$ cat src/sv/assert_macros.svh
// Assertion helpers shared by the files that check their own logic.
`ifndef ASSERT_MACROS_SVH
`define ASSERT_MACROS_SVH

// Same-cycle implication, switched off while reset is high.
`define OLIR_ASSERT_NOW(label, clk, rst, ante, cons) \
   label: assert property (@(posedge clk) disable iff (rst) (ante) |-> (cons)) \
      else $error("olir check failed");

// Next-cycle implication, switched off while reset is high.
`define OLIR_ASSERT_NEXT(label, clk, rst, ante, cons) \
   label: assert property (@(posedge clk) disable iff (rst) (ante) |=> (cons)) \
      else $error("olir check failed");

`endif

$ cat src/sv/olir_pkg.sv
`default_nettype none

package olir_pkg;

   localparam int DEPTH_DEFAULT = 16;

   localparam int OP_W     = 3;
   localparam int ID_W     = 16;
   localparam int POS_W    = 5;
   localparam int STATUS_W = 2;
   localparam int COUNT_W  = 5;

   localparam logic [OP_W-1:0] OP_PUSH_FRONT = 3'd0;
   localparam logic [OP_W-1:0] OP_PUSH_BACK  = 3'd1;
   localparam logic [OP_W-1:0] OP_INSERT     = 3'd2;
   localparam logic [OP_W-1:0] OP_POP_FRONT  = 3'd3;
   localparam logic [OP_W-1:0] OP_REVERSE    = 3'd4;
   localparam logic [OP_W-1:0] OP_DUMP       = 3'd5;

   localparam logic [STATUS_W-1:0] STATUS_OK      = 2'd0;
   localparam logic [STATUS_W-1:0] STATUS_EMPTY   = 2'd1;
   localparam logic [STATUS_W-1:0] STATUS_FULL    = 2'd2;
   localparam logic [STATUS_W-1:0] STATUS_INVALID = 2'd3;

   // What every cell of the chain does in a cycle.
   typedef enum logic [1:0] {
      CMD_HOLD,
      CMD_INSERT,
      CMD_ROTATE
   } cell_cmd_type;

   typedef struct packed {
      cell_cmd_type    cmd;
      logic [ID_W-1:0] new_id;
   } cell_ctrl_type;

   typedef struct packed {
      logic [STATUS_W-1:0] status;
      logic [ID_W-1:0]     out_id;
      logic [COUNT_W-1:0]  entry_count;
      logic                last;
   } rsp_type;

endpackage

`default_nettype wire

$ cat src/sv/olir_req_if.sv
`default_nettype none

interface olir_req_if;
   logic                       valid;
   logic                       ready;
   logic [olir_pkg::OP_W-1:0]  operation;
   logic [olir_pkg::ID_W-1:0]  item_id;
   logic [olir_pkg::POS_W-1:0] position;

   modport source (output valid, operation, item_id, position, input ready);
   modport sink   (input valid, operation, item_id, position, output ready);
endinterface

`default_nettype wire

$ cat src/sv/olir_rsp_if.sv
`default_nettype none

interface olir_rsp_if;
   logic                          valid;
   logic                          ready;
   logic [olir_pkg::STATUS_W-1:0] status;
   logic [olir_pkg::ID_W-1:0]     out_id;
   logic [olir_pkg::COUNT_W-1:0]  entry_count;
   logic                          last;

   modport source (output valid, status, out_id, entry_count, last, input ready);
   modport sink   (input valid, status, out_id, entry_count, last, output ready);
endinterface

`default_nettype wire

$ cat src/sv/olir_cell.sv
`default_nettype none

// One slot of the list. Insert shifts towards the tail from the selected
// slot on; rotate shifts towards the head up to the selected slot, which
// takes the broadcast identifier.
module olir_cell #(
   parameter int IW    = 4,
   parameter int INDEX = 0
) (
   input  wire                            clock,
   input  olir_pkg::cell_ctrl_type        ctrl,
   input  wire  [IW-1:0]                  sel,
   input  wire  [olir_pkg::ID_W-1:0]      left_data,
   input  wire  [olir_pkg::ID_W-1:0]      right_data,
   output logic [olir_pkg::ID_W-1:0]      data
);

   localparam logic [IW-1:0] MY_IDX = IW'(INDEX);

   logic [olir_pkg::ID_W-1:0] data_ff;
   logic [olir_pkg::ID_W-1:0] data_in;

   always_comb begin
      data_in = data_ff;
      unique case (ctrl.cmd)
         olir_pkg::CMD_HOLD: begin
            data_in = data_ff;
         end
         olir_pkg::CMD_INSERT: begin
            if (MY_IDX == sel) begin
               data_in = ctrl.new_id;
            end else if (MY_IDX > sel) begin
               data_in = left_data;
            end
         end
         olir_pkg::CMD_ROTATE: begin
            if (MY_IDX == sel) begin
               data_in = ctrl.new_id;
            end else if (MY_IDX < sel) begin
               data_in = right_data;
            end
         end
         default: begin
            data_in = data_ff;
         end
      endcase
   end

   always_ff @(posedge clock) begin
      data_ff <= data_in;
   end

   assign data = data_ff;

endmodule

`default_nettype wire

$ cat src/sv/olir_rsp_buf.sv
`default_nettype none

// Two-entry result queue: an output register and a skid register behind it.
module olir_rsp_buf (
   input  wire                    clock,
   input  wire                    reset,
   input  wire                    push,
   input  olir_pkg::rsp_type      push_data,
   output logic                   full,
   olir_rsp_if.source             rsp_ch
);

   logic              v0_ff, v0_in;
   logic              v1_ff, v1_in;
   olir_pkg::rsp_type d0_ff, d0_in;
   olir_pkg::rsp_type d1_ff, d1_in;
   logic              pop;

   always_comb begin
      pop   = v0_ff && rsp_ch.ready;
      v0_in = v0_ff;
      v1_in = v1_ff;
      d0_in = d0_ff;
      d1_in = d1_ff;
      if (pop) begin
         v0_in = v1_ff;
         d0_in = d1_ff;
         v1_in = 1'b0;
      end
      if (push) begin
         if (!v0_in) begin
            v0_in = 1'b1;
            d0_in = push_data;
         end else begin
            v1_in = 1'b1;
            d1_in = push_data;
         end
      end
   end

   always_ff @(posedge clock) begin
      if (reset) begin
         v0_ff <= 1'b0;
         v1_ff <= 1'b0;
      end else begin
         v0_ff <= v0_in;
         v1_ff <= v1_in;
      end
   end

   always_ff @(posedge clock) begin
      d0_ff <= d0_in;
      d1_ff <= d1_in;
   end

   assign full               = v1_ff;
   assign rsp_ch.valid       = v0_ff;
   assign rsp_ch.status      = d0_ff.status;
   assign rsp_ch.out_id      = d0_ff.out_id;
   assign rsp_ch.entry_count = d0_ff.entry_count;
   assign rsp_ch.last        = d0_ff.last;

endmodule

`default_nettype wire

$ cat src/sv/ordered_list_with_insert_and_reverse.sv
// An accepted item's result is registered in the result queue that drives the output; a dump
// first enters its dump state. Push, insert and pop are done on acceptance; reverse holds the
// input closed after acceptance, one prefix rotation of the cell chain per cycle, until done.
// A dump gives one item per cycle from the head cell, as the output drains.
// Reset (synchronous, active high) empties the list and the result queue; slot contents
// are left as they are and are only read below the entry count.
`default_nettype none

`include "assert_macros.svh"

module ordered_list_with_insert_and_reverse #(
   parameter int DEPTH = olir_pkg::DEPTH_DEFAULT
) (
   input  wire         clock,
   input  wire         reset,
   olir_req_if.sink    req_ch,
   olir_rsp_if.source  rsp_ch
);

   // Index width for a slot, count width for 0..DEPTH, and a compare width
   // that also holds the five-bit insert position.
   localparam int IW = $clog2(DEPTH);
   localparam int CW = $clog2(DEPTH + 1);
   localparam int WW = (CW > olir_pkg::POS_W) ? CW : olir_pkg::POS_W;

   localparam logic [1:0] ST_IDLE = 2'd0;
   localparam logic [1:0] ST_REV  = 2'd1;
   localparam logic [1:0] ST_DUMP = 2'd2;

   logic [1:0]    state_ff, state_in;
   logic [CW-1:0] count_ff, count_in;
   // In reverse: the last slot of the prefix still to rotate.
   // In dump: how many items remain after the current one.
   logic [CW-1:0] step_ff, step_in;

   olir_pkg::cell_ctrl_type   cell_ctrl;
   logic [IW-1:0]             cell_sel;
   logic [olir_pkg::ID_W-1:0] cell_data [DEPTH];

   logic                          push;
   logic                          buf_full;
   logic [olir_pkg::STATUS_W-1:0] push_status;
   logic [olir_pkg::ID_W-1:0]     push_id;
   logic [CW-1:0]                 push_cnt;
   logic [WW-1:0]                 push_cnt_w;
   logic                          push_last;
   olir_pkg::rsp_type             push_data;

   logic          req_ready_w;
   logic          accept;
   logic [WW-1:0] pos_w;
   logic [WW-1:0] cnt_w;
   logic [CW-1:0] count_m1;
   logic          is_full;

   assign req_ready_w  = (state_ff == ST_IDLE) && !buf_full;
   assign req_ch.ready = req_ready_w;
   assign accept       = req_ch.valid && req_ready_w;

   assign pos_w    = WW'(req_ch.position);
   assign cnt_w    = WW'(count_ff);
   assign count_m1 = count_ff - CW'(1);
   assign is_full  = (count_ff == CW'(DEPTH));

   // Sequencer. Every operation maps onto one of two chain moves: an insert
   // (slots from the chosen one on shift towards the tail) or a rotation of a
   // prefix (slots shift towards the head and the old head drops in at the
   // end of the prefix). Pop is a single rotation of the whole list; reverse
   // is a run of rotations over shrinking prefixes; dump rotates the whole
   // list once per item, reading the head, and so leaves it as it was.
   always_comb begin
      state_in       = state_ff;
      count_in       = count_ff;
      step_in        = step_ff;
      cell_ctrl.cmd    = olir_pkg::CMD_HOLD;
      cell_ctrl.new_id = req_ch.item_id;
      cell_sel       = '0;
      push           = 1'b0;
      push_status    = olir_pkg::STATUS_OK;
      push_id        = '0;
      push_cnt       = count_ff;
      push_last      = 1'b1;

      unique case (state_ff)
         ST_IDLE: begin
            if (accept) begin
               push = 1'b1;
               unique case (req_ch.operation)
                  olir_pkg::OP_PUSH_FRONT,
                  olir_pkg::OP_PUSH_BACK,
                  olir_pkg::OP_INSERT: begin
                     // A bad position is reported ahead of a full list.
                     if (req_ch.operation == olir_pkg::OP_INSERT && pos_w > cnt_w) begin
                        push_status = olir_pkg::STATUS_INVALID;
                     end else if (is_full) begin
                        push_status = olir_pkg::STATUS_FULL;
                     end else begin
                        cell_ctrl.cmd = olir_pkg::CMD_INSERT;
                        if (req_ch.operation == olir_pkg::OP_PUSH_FRONT) begin
                           cell_sel = '0;
                        end else if (req_ch.operation == olir_pkg::OP_PUSH_BACK) begin
                           cell_sel = count_ff[IW-1:0];
                        end else begin
                           cell_sel = pos_w[IW-1:0];
                        end
                        count_in = count_ff + CW'(1);
                        push_cnt = count_ff + CW'(1);
                     end
                  end
                  olir_pkg::OP_POP_FRONT: begin
                     if (count_ff == '0) begin
                        push_status = olir_pkg::STATUS_EMPTY;
                     end else begin
                        cell_ctrl.cmd    = olir_pkg::CMD_ROTATE;
                        cell_ctrl.new_id = cell_data[0];
                        cell_sel         = count_m1[IW-1:0];
                        count_in         = count_m1;
                        push_cnt         = count_m1;
                        push_id          = cell_data[0];
                     end
                  end
                  olir_pkg::OP_REVERSE: begin
                     // The result goes out at once; the input stays closed
                     // until the rotations are done, so order is kept.
                     if (count_ff > CW'(1)) begin
                        state_in = ST_REV;
                        step_in  = count_m1;
                     end
                  end
                  olir_pkg::OP_DUMP: begin
                     if (count_ff == '0) begin
                        push_status = olir_pkg::STATUS_EMPTY;
                     end else begin
                        push     = 1'b0;
                        state_in = ST_DUMP;
                        step_in  = count_m1;
                     end
                  end
                  default: begin
                     push_status = olir_pkg::STATUS_INVALID;
                  end
               endcase
            end
         end
         ST_REV: begin
            cell_ctrl.cmd    = olir_pkg::CMD_ROTATE;
            cell_ctrl.new_id = cell_data[0];
            cell_sel         = step_ff[IW-1:0];
            if (step_ff == CW'(1)) begin
               state_in = ST_IDLE;
            end else begin
               step_in = step_ff - CW'(1);
            end
         end
         ST_DUMP: begin
            if (!buf_full) begin
               push             = 1'b1;
               push_id          = cell_data[0];
               push_last        = (step_ff == '0);
               cell_ctrl.cmd    = olir_pkg::CMD_ROTATE;
               cell_ctrl.new_id = cell_data[0];
               cell_sel         = count_m1[IW-1:0];
               if (step_ff == '0) begin
                  state_in = ST_IDLE;
               end else begin
                  step_in = step_ff - CW'(1);
               end
            end
         end
         default: begin
            state_in = ST_IDLE;
         end
      endcase
   end

   // The entry count is reported modulo 32.
   assign push_cnt_w = WW'(push_cnt);
   assign push_data  = '{status:      push_status,
                         out_id:      push_id,
                         entry_count: push_cnt_w[olir_pkg::COUNT_W-1:0],
                         last:        push_last};

   always_ff @(posedge clock) begin
      if (reset) begin
         state_ff <= ST_IDLE;
         count_ff <= '0;
         step_ff  <= '0;
      end else begin
         state_ff <= state_in;
         count_ff <= count_in;
         step_ff  <= step_in;
      end
   end

   // The chain of slots. The end slots see their own value on the missing side;
   // the control never selects that path.
   for (genvar i = 0; i < DEPTH; i++) begin : g_cell
      olir_cell #(
         .IW    (IW),
         .INDEX (i)
      ) u_cell (
         .clock      (clock),
         .ctrl       (cell_ctrl),
         .sel        (cell_sel),
         .left_data  (cell_data[(i == 0) ? 0 : i - 1]),
         .right_data (cell_data[(i == DEPTH - 1) ? i : i + 1]),
         .data       (cell_data[i])
      );
   end

   olir_rsp_buf u_rsp_buf (
      .clock     (clock),
      .reset     (reset),
      .push      (push),
      .push_data (push_data),
      .full      (buf_full),
      .rsp_ch    (rsp_ch)
   );

   // The list never holds more than its depth.
   `OLIR_ASSERT_NOW(a_count_bound, clock, reset, 1'b1, count_ff <= CW'(DEPTH))
   // A result is only produced when the queue has room for it.
   `OLIR_ASSERT_NOW(a_no_overflow, clock, reset, push, !buf_full)
   // During a reverse the prefix end stays inside the list and above the head.
   `OLIR_ASSERT_NOW(a_rev_step, clock, reset, state_ff == ST_REV, step_ff != '0 && step_ff < count_ff)
   // A dump leaves the entry count untouched.
   `OLIR_ASSERT_NEXT(a_dump_count, clock, reset, state_ff == ST_DUMP, $stable(count_ff))

endmodule

`default_nettype wire
$ cat src/flat_wrapper.sv
// flat-port wrapper written by rule: the top's interface ports become plain ports
module ordered_list_with_insert_and_reverse_flat 
#(
   parameter int DEPTH = olir_pkg::DEPTH_DEFAULT
)
  (clock, reset, req_ch_valid, req_ch_operation, req_ch_item_id, req_ch_position, req_ch_ready, rsp_ch_valid, rsp_ch_status, rsp_ch_out_id, rsp_ch_entry_count, rsp_ch_last, rsp_ch_ready);
  olir_req_if req_ch_i ();
  olir_rsp_if rsp_ch_i ();
  input  wire clock;
  input  wire reset;
  input wire logic [$bits(req_ch_i.valid)-1:0] req_ch_valid;
  input wire logic [$bits(req_ch_i.operation)-1:0] req_ch_operation;
  input wire logic [$bits(req_ch_i.item_id)-1:0] req_ch_item_id;
  input wire logic [$bits(req_ch_i.position)-1:0] req_ch_position;
  output wire logic [$bits(req_ch_i.ready)-1:0] req_ch_ready;
  output wire logic [$bits(rsp_ch_i.valid)-1:0] rsp_ch_valid;
  output wire logic [$bits(rsp_ch_i.status)-1:0] rsp_ch_status;
  output wire logic [$bits(rsp_ch_i.out_id)-1:0] rsp_ch_out_id;
  output wire logic [$bits(rsp_ch_i.entry_count)-1:0] rsp_ch_entry_count;
  output wire logic [$bits(rsp_ch_i.last)-1:0] rsp_ch_last;
  input wire logic [$bits(rsp_ch_i.ready)-1:0] rsp_ch_ready;
  assign req_ch_i.valid = req_ch_valid;
  assign req_ch_i.operation = req_ch_operation;
  assign req_ch_i.item_id = req_ch_item_id;
  assign req_ch_i.position = req_ch_position;
  assign req_ch_ready = req_ch_i.ready;
  assign rsp_ch_valid = rsp_ch_i.valid;
  assign rsp_ch_status = rsp_ch_i.status;
  assign rsp_ch_out_id = rsp_ch_i.out_id;
  assign rsp_ch_entry_count = rsp_ch_i.entry_count;
  assign rsp_ch_last = rsp_ch_i.last;
  assign rsp_ch_i.ready = rsp_ch_ready;
  ordered_list_with_insert_and_reverse #(.DEPTH(DEPTH)) u_core (.clock(clock), .reset(reset), .req_ch(req_ch_i), .rsp_ch(rsp_ch_i));
endmodule
$ cat config.mk
export PLATFORM = sky130hd
export DESIGN_NAME = ordered_list_with_insert_and_reverse_flat
export DESIGN_NICKNAME = d
export VERILOG_FILES = /design/src/sv/olir_pkg.sv /design/src/sv/olir_req_if.sv /design/src/sv/olir_rsp_if.sv /design/src/sv/olir_cell.sv /design/src/sv/olir_rsp_buf.sv /design/src/sv/ordered_list_with_insert_and_reverse.sv /design/src/flat_wrapper.sv
export VERILOG_INCLUDE_DIRS = /design/src /design/src/sv
export SDC_FILE = /design/constraint.sdc
export NUM_CORES = 1
export LEC_CHECK = 0
export BUFFER_PORTS_ARGS = -buffer_cell sky130_fd_sc_hd__buf_2
export CORE_MARGIN = 3
export CORE_UTILIZATION = 35
export CTS_BUF_LIST = sky130_fd_sc_hd__clkbuf_8
export DETAILED_ROUTE_END_ITERATION = 7
export PLACE_DENSITY_LB_ADDON = 0.25
export REMOVE_ABC_BUFFERS = 1
export SYNTH_ARGS = -nofsm -noshare
export SYNTH_HDL_FRONTEND = slang
export SYNTH_HIERARCHICAL = 1
export SYNTH_SLANG_ARGS = --single-unit
$ cat constraint.sdc
create_clock -name clock -period 15.2 [get_ports clock]
set_clock_uncertainty 0.15 [all_clocks]
set_input_delay 3.04 -clock clock [delete_from_list [all_inputs] [get_ports clock]]
set_output_delay 3.04 -clock clock [all_outputs]
set_load 0.01 [all_outputs]
# After elaboration in Yosys (flattened, before gate mapping)
# Cells that the tools add are included.
# W data, S select, Z words.
[totals]
regBits = 318
in_bits = 28
out_inout_bits = 26
word_cells = 307
[classes]
addsub = 3
n_lt_le_gt_ge = 32
n_eq_ne = 67
muxes = 143
n_reduce_logical = 33
[op_table]
columns = ["operator", "count"]
rows = [
  ["$mux W16", 67],
  ["$pmux W16 S2", 17],
  ["$ne A3 B3 Y1 const B", 33],
  ["$mux W24", 3],
  ["$mux W5", 11],
  ["$mux W18", 3],
  ["$pmux W18 S3", 1],
  ["$reduce_and A3 Y1", 16],
  ["$eq A4 B4 Y1 const A", 8],
  ["$gt A4 B4 Y1 const A", 8],
  ["$lt A4 B4 Y1 const A", 7],
  ["$mux W4", 7],
  ["$mux W2", 11],
  ["$pmux W5 S2", 2],
  ["$eq A3 B4 Y1 const A", 4],
  ["$gt A3 B4 Y1 const A", 4],
  ["$lt A3 B4 Y1 const A", 4],
  ["$pmux W5 S3", 1],
  ["$mux W1", 13],
  ["$pmux W2 S3", 2],
  ["$pmux W4 S3", 1],
  ["$logic_not A5 Y1", 2],
  ["$ne A2 B2 Y1 const B", 5],
  ["$sub A5 B1 Y5 const B", 2],
  ["32 further kinds", 46],
]

# Depth between registers and ports, before layout
[depth]
ltp_word = 12
ltp_mapped = 12
ltp_nobuf = 10

# By module
# Netlist, hierarchy kept.
[by_module_without_submodules]
columns = ["mod", "instances", "cells_per_inst", "area_per_inst_um2", "seq_area_each_um2"]
rows = [
  ["olir_rsp_buf", 1, 114, 1994.4, 1241.2],
  ["ordered_list_with_insert_and_reverse", 1, 257, 1901.8, 240.2],
  ["olir_cell at u_core.g_cell[7].u_cell ...", 2, 74, 878.3, 480.5],
  ["olir_cell at u_core.g_cell[11].u_cell ...", 2, 76, 874.6, 480.5],
  ["olir_cell at u_core.g_cell[5].u_cell", 1, 76, 909.6, 480.5],
  ["olir_cell at u_core.g_cell[10].u_cell", 1, 76, 905.9, 480.5],
  ["olir_cell at u_core.g_cell[3].u_cell", 1, 75, 902.1, 480.5],
  ["olir_cell at u_core.g_cell[6].u_cell", 1, 75, 890.9, 480.5],
  ["olir_cell at u_core.g_cell[9].u_cell", 1, 76, 888.4, 480.5],
  ["olir_cell at u_core.g_cell[12].u_cell", 1, 75, 885.8, 480.5],
  ["olir_cell at u_core.g_cell[14].u_cell", 1, 75, 878.3, 480.5],
  ["olir_cell at u_core.g_cell[2].u_cell", 1, 76, 877.1, 480.5],
  ["olir_cell at u_core.g_cell[1].u_cell", 1, 75, 874.6, 480.5],
  ["olir_cell at u_core.g_cell[4].u_cell", 1, 74, 874.6, 480.5],
  ["+2 rows", "n/a", "n/a", "n/a", "n/a"],
]

# Worst setup path after synthesis
# Ideal clock, no wire load.
[synth_timing]
path_type = "input -> register"
from = "in req_ch_position[4]"
to = "reg u_core.g_cell[15].u_cell.data_ff (netlist bit u_core/g_cell[15].u_cell/data[0]) (enable)"
setup_ps = 411
t_arrival_ps = 8054
required_time_ps = 14639
setup_slack_ps = 6584
path_stages = 9
n_path_buf = 1
path_cell_list = "ha_1 -> and4_1 -> a221o_1 -> o22ai_1 -> nand2_1 -> o22ai_1 -> nand4_1 -> buf_2 -> o21ai_0"
[synth_between]
elab_chain_cells = 9
word_cells_on_any_way = 18
cone_classes = "order compare (2); eq/ne (5); mux (8); reduce/logical (3)"
[synth_lines]
columns = ["item", "line_no", "source"]
rows = [
  ["start: declaration", "flat_wrapper.sv:14", "input wire logic [$bits(req_ch_i.position)-1:0] req_ch_position;"],
  ["$gt A5 B5 Y1 *", "ordered_list_with_insert_and_reverse.sv:93", "if (req_ch.operation == olir_pkg::OP_INSERT && pos_w > cnt_w) begin"],
  ["$logic_and A1 B1 Y1 *", "ordered_list_with_insert_and_reverse.sv:93", ""],
  ["$mux W4 *", "ordered_list_with_insert_and_reverse.sv:93", ""],
  ["$pmux W4 S2 *", "ordered_list_with_insert_and_reverse.sv:88", "unique case (req_ch.operation)"],
  ["$mux W4 *", "ordered_list_with_insert_and_reverse.sv:86", "if (accept) begin"],
  ["$pmux W4 S3 *", "ordered_list_with_insert_and_reverse.sv:84", "unique case (state_ff)"],
  ["named net u_core.cell_sel[3]", "ordered_list_with_insert_and_reverse.sv:37", "logic [IW-1:0] cell_sel;"],
  ["$gt A4 B4 Y1 / $eq A4 B4 Y1 (equally long branches)", "olir_cell.sv:32, olir_cell.sv:30, olir_cell.sv:37", ""],
  ["$ne A3 B3 Y1 (no source line) / $ne A2 B2 Y1 (equally long branches)", "n/a", ""],
  ["$reduce_and A3 Y1 (no source line) *", "n/a", ""],
  ["end signal: assignment", "olir_cell.sv:50", "data_ff <= data_in;"],
  ["end: declaration", "olir_cell.sv:20", "logic [olir_pkg::ID_W-1:0] data_ff;"],
]
# The timed path passes the listed nets; every way through them passes the cells marked *.
# A chain may end at the register's enable or synchronous reset.

==> impl_metrics.json <==
{
  "cp_slowest_cell": "nand2b_1",
  "synth_adder_area_share_pct": 1.24,
  "detail-route-antenna-nets": 0,
  "cp-start-kind": "input pin",
  "ys.flop_type": "edfxtp_1",
  "final_cells": 2331,
  "die_h_um": 233,
  "switching_share_pct": 36.8,
  "grt_max_degree": 49,
  "drt_iter0_drc": 1120,
  "antenna_cells": 0,
  "worst_slew_pin_slew_ps": 1190,
  "maxCapViolCount": 0,
  "vias": 12000,
  "setup.worst_path.class": "in -> reg",
  "ff2ff_path_depth": 10,
  "numCtsBuffers": 56,
  "max_stage_delay_ps": 800,
  "drv_slew": 0,
  "synth_top_family_by_area": "multiplexers",
  "synth_compound_area_share_pct": 12.2,
  "hold_depth": 2,
  "cts_sinks": 318,
  "fin_crit_sh_pct": 42.7,
  "synth_mux_area_share_pct": 17.8,
  "grt_overflow_total": 0,
  "firstDrtPassIters": 6,
  "cp_data_required_time_ps": 15250,
  "cts_tree": "built",
  "root_buffer": "clkbuf_8",
  "cts_buffer_depth": 3,
  "portBuffers": 53,
  "layout_common_cells": "280 x edfxtp_1, 259 x mux2i_1, 209 x nand2_1, 118 x o21ai_0, 109 x nor2_1",
  "htreeDepth": 2,
  "layout_setup_ws_ps": 8700,
  "die_area_um2": 54200,
  "io_pins": 54,
  "setup_violations": 0,
  "dp_cells": 2228,
  "period_needed_ps": 6500,
  "p_per_area_nw_per_um2": 182,
  "start_util_pct": 35.7,
  "rsz0062_at_grt": "no",
  "hold_path.class": "reg -> reg",
  "p_sw_mw": 1.30,
  "drive_above_1_share_pct": 13.8,
  "cp.arrival_ps": 6550,
  "fmaxAchievable_mhz": 154,
  "final_common_cell": "edfxtp_1",
  "holdWs_ps": 371,
  "yosysTopAreaCell": "edfxtp_1",
  "cts_resized": 0,
  "cp_top_family": "simple AND/OR/NAND/NOR gates",
  "ys_async_sr_fraction_pct": 0,
  "nets": 1659,
  "wl_per_cell_um": 18.4,
  "synth_cell_types": 77,
  "pwr-share-seq_pct": 41.8,
  "peakVddDrop_mv": 0.0746,
  "maxSlewHeadroom_pct": 20.9,
  "avgSynthCellArea_um2": 11.5,
  "grt.total_usage_pct": 15.8,
  "clkPwrFrac_pct": 21.4,
  "die_w_um": 233,
  "core_um2": 50500,
  "leakage_nw": 8.14,
  "cp.depth": 9,
  "cp.buffers_inverters": 2,
  "path_clk_slew_ps": 70,
  "yosys.area_share.simple_pct": 11.5,
  "ys_top_cells_by_area": "edfxtp_1 47%, mux2i_1 14%, nand2_1 4.4%, dfxtp_1 4.2%, o21ai_0 3.4%",
  "postCtsHoldBufs": 0,
  "status": "finished, final reports clean",
  "viasPerCell": 5.14,
  "synth_edf_count": 280,
  "area_growth_pct": 8.06,
  "place_congestion": 0.862,
  "synth_top_area_share_pct": 46.7,
  "clock_latency_ps": 640,
  "dpl.hpwl_mm": 31.0,
  "rows": 82,
  "pwr-share-comb_pct": 36.8,
  "crit_path_end_kind": "flop",
  "grt_pass1_wl_mm": 68.3,
  "post-cts-setup-buffer-count": 0,
  "synth_xor_area_share_pct": 0.146,
  "wl_mm": 42.9,
  "grt_pass1_vias": 11700,
  "syn_area_um2": 18000,
  "crit_fanout": 32,
  "synth_warnings": 6,
  "antenna_found_initial": 0,
  "synth_seq_area_share_pct": 50.9,
  "intPower_mw": 2.24,
  "hold_violations": 0,
  "drc": 0,
  "ys_seq_elements": 318,
  "netlist_instances": 1570,
  "path_cells": "buf_2 -> ha_1 -> and4_1 -> a221o_1 -> o22ai_1 -> nor3b_2 -> buf_4 -> nand2b_1 -> nand2_1",
  "place_ws_ps": 8030,
  "finalPower_mw": 3.54,
  "finalSetupTns_ps": 0
}
power groups by stage:
stage | combinational, mW | sequential (mW) | clock (mW)
final | 1.30 | 1.48 | 0.757
after global routing | 1.45 | 1.51 | 0.824
after CTS | 1.31 | 1.48 | 0.784
after detailed placement | 1.31 | 1.50 | 0
after global placement | 1.27 | 1.50 | 0
after floorplan | 0.977 | 1.43 | 0
cells in the mapped netlist, types with 16 or more instances:
master	instances
buf_2	19
nand2_1	209
buf_6	26
dfxtp_1	38
a22o_1	16
edfxtp_1	280
ha_1	17
and2_1	18
buf_4	19
o21ai_0	121
o22ai_1	16
a21oi_1	98
o21ai_1	74
mux2_1	19
inv_1	27
nor2_1	110
buf_12	21
mux2_4	20
mux2i_1	259
cell type report:
cell class	count	area [um2]
Clock buffer	66	908
Tap cell	672	841
Timing Repair Buffer	87	520
Clock inverter	37	160
Fill cell	4926	31000
Inverter	27	101
Multi-Input combinational cell	1124	7770
Sequential cell	318	9170
registers in the layout, indices dropped and copies added (netlist names):
name	flops
u_core/u_rsp_buf/d1_ff	24
u_core/u_rsp_buf/rsp_ch.valid	1
u_core/u_rsp_buf/rsp_ch.status	2
u_core/u_rsp_buf/full	1
u_core/u_rsp_buf/rsp_ch.last	1
u_core/u_rsp_buf/rsp_ch.out_id	16
u_core/g_cell.u_cell/data	256
u_core/state_ff	2
u_core/cnt_w	5
u_core/step_ff	5
u_core/u_rsp_buf/rsp_ch.entry_count	5
metrics by stage:
stage               instance area [um2]  utilization [%]
floorplan                         17000                -
global placement                  18400             36.5
detailed placement                18400             36.5
CTS                               19500             38.6
global route                      19500             38.6
finish                            19500             38.6
layer usage:
metal  global-route usage, %  vias up  wire [um]
met5                       0        -          0
met4                    5.16        0       1120
met3                    2.53       68       1880
met2                    25.4      290      19600
met1                    21.9     5702      20300
li1                        -     5916          -
logic make-up (layout without fill, tap and decap cells):
logic type,count (synthesis),in the layout
buf+inv,128,217
mux,307,307
compound gates,378,378
fa+ha+maj,18,18
simple gates,418,418
xor+xnor,3,3
flops,318,318
worst register-to-register path: stages, from the launching register on:
cell and delay (ps):
dfxtp_1 590, inv_1 260, ha_1 290, nor4b_2 210, or3_4 400, a21oi_2 600, a22oi_1 240, o22ai_4 200
buf_4 420, and4bb_1 1050, o21ai_0 250
path summary, 6_finish.rpt:
kind	from	endpoint	slack (ps)
setup / recovery	req_ch_position[4]	u_core/g_cell[0].u_cell/data[0]$_DFFE_PP_	8700
hold / removal	u_core/step_ff[4]$_SDFFE_PP0P_	u_core/step_ff[4]$_SDFFE_PP0P_	370
setup reg to reg	u_core/cnt_w[0]$_SDFF_PP0_	u_core/g_cell[12].u_cell/data[15]$_DFFE_PP_	10230
hold reg to reg	u_core/step_ff[4]$_SDFFE_PP0P_	u_core/step_ff[4]$_SDFFE_PP0P_	370
(Power assumes the default switching activity.)
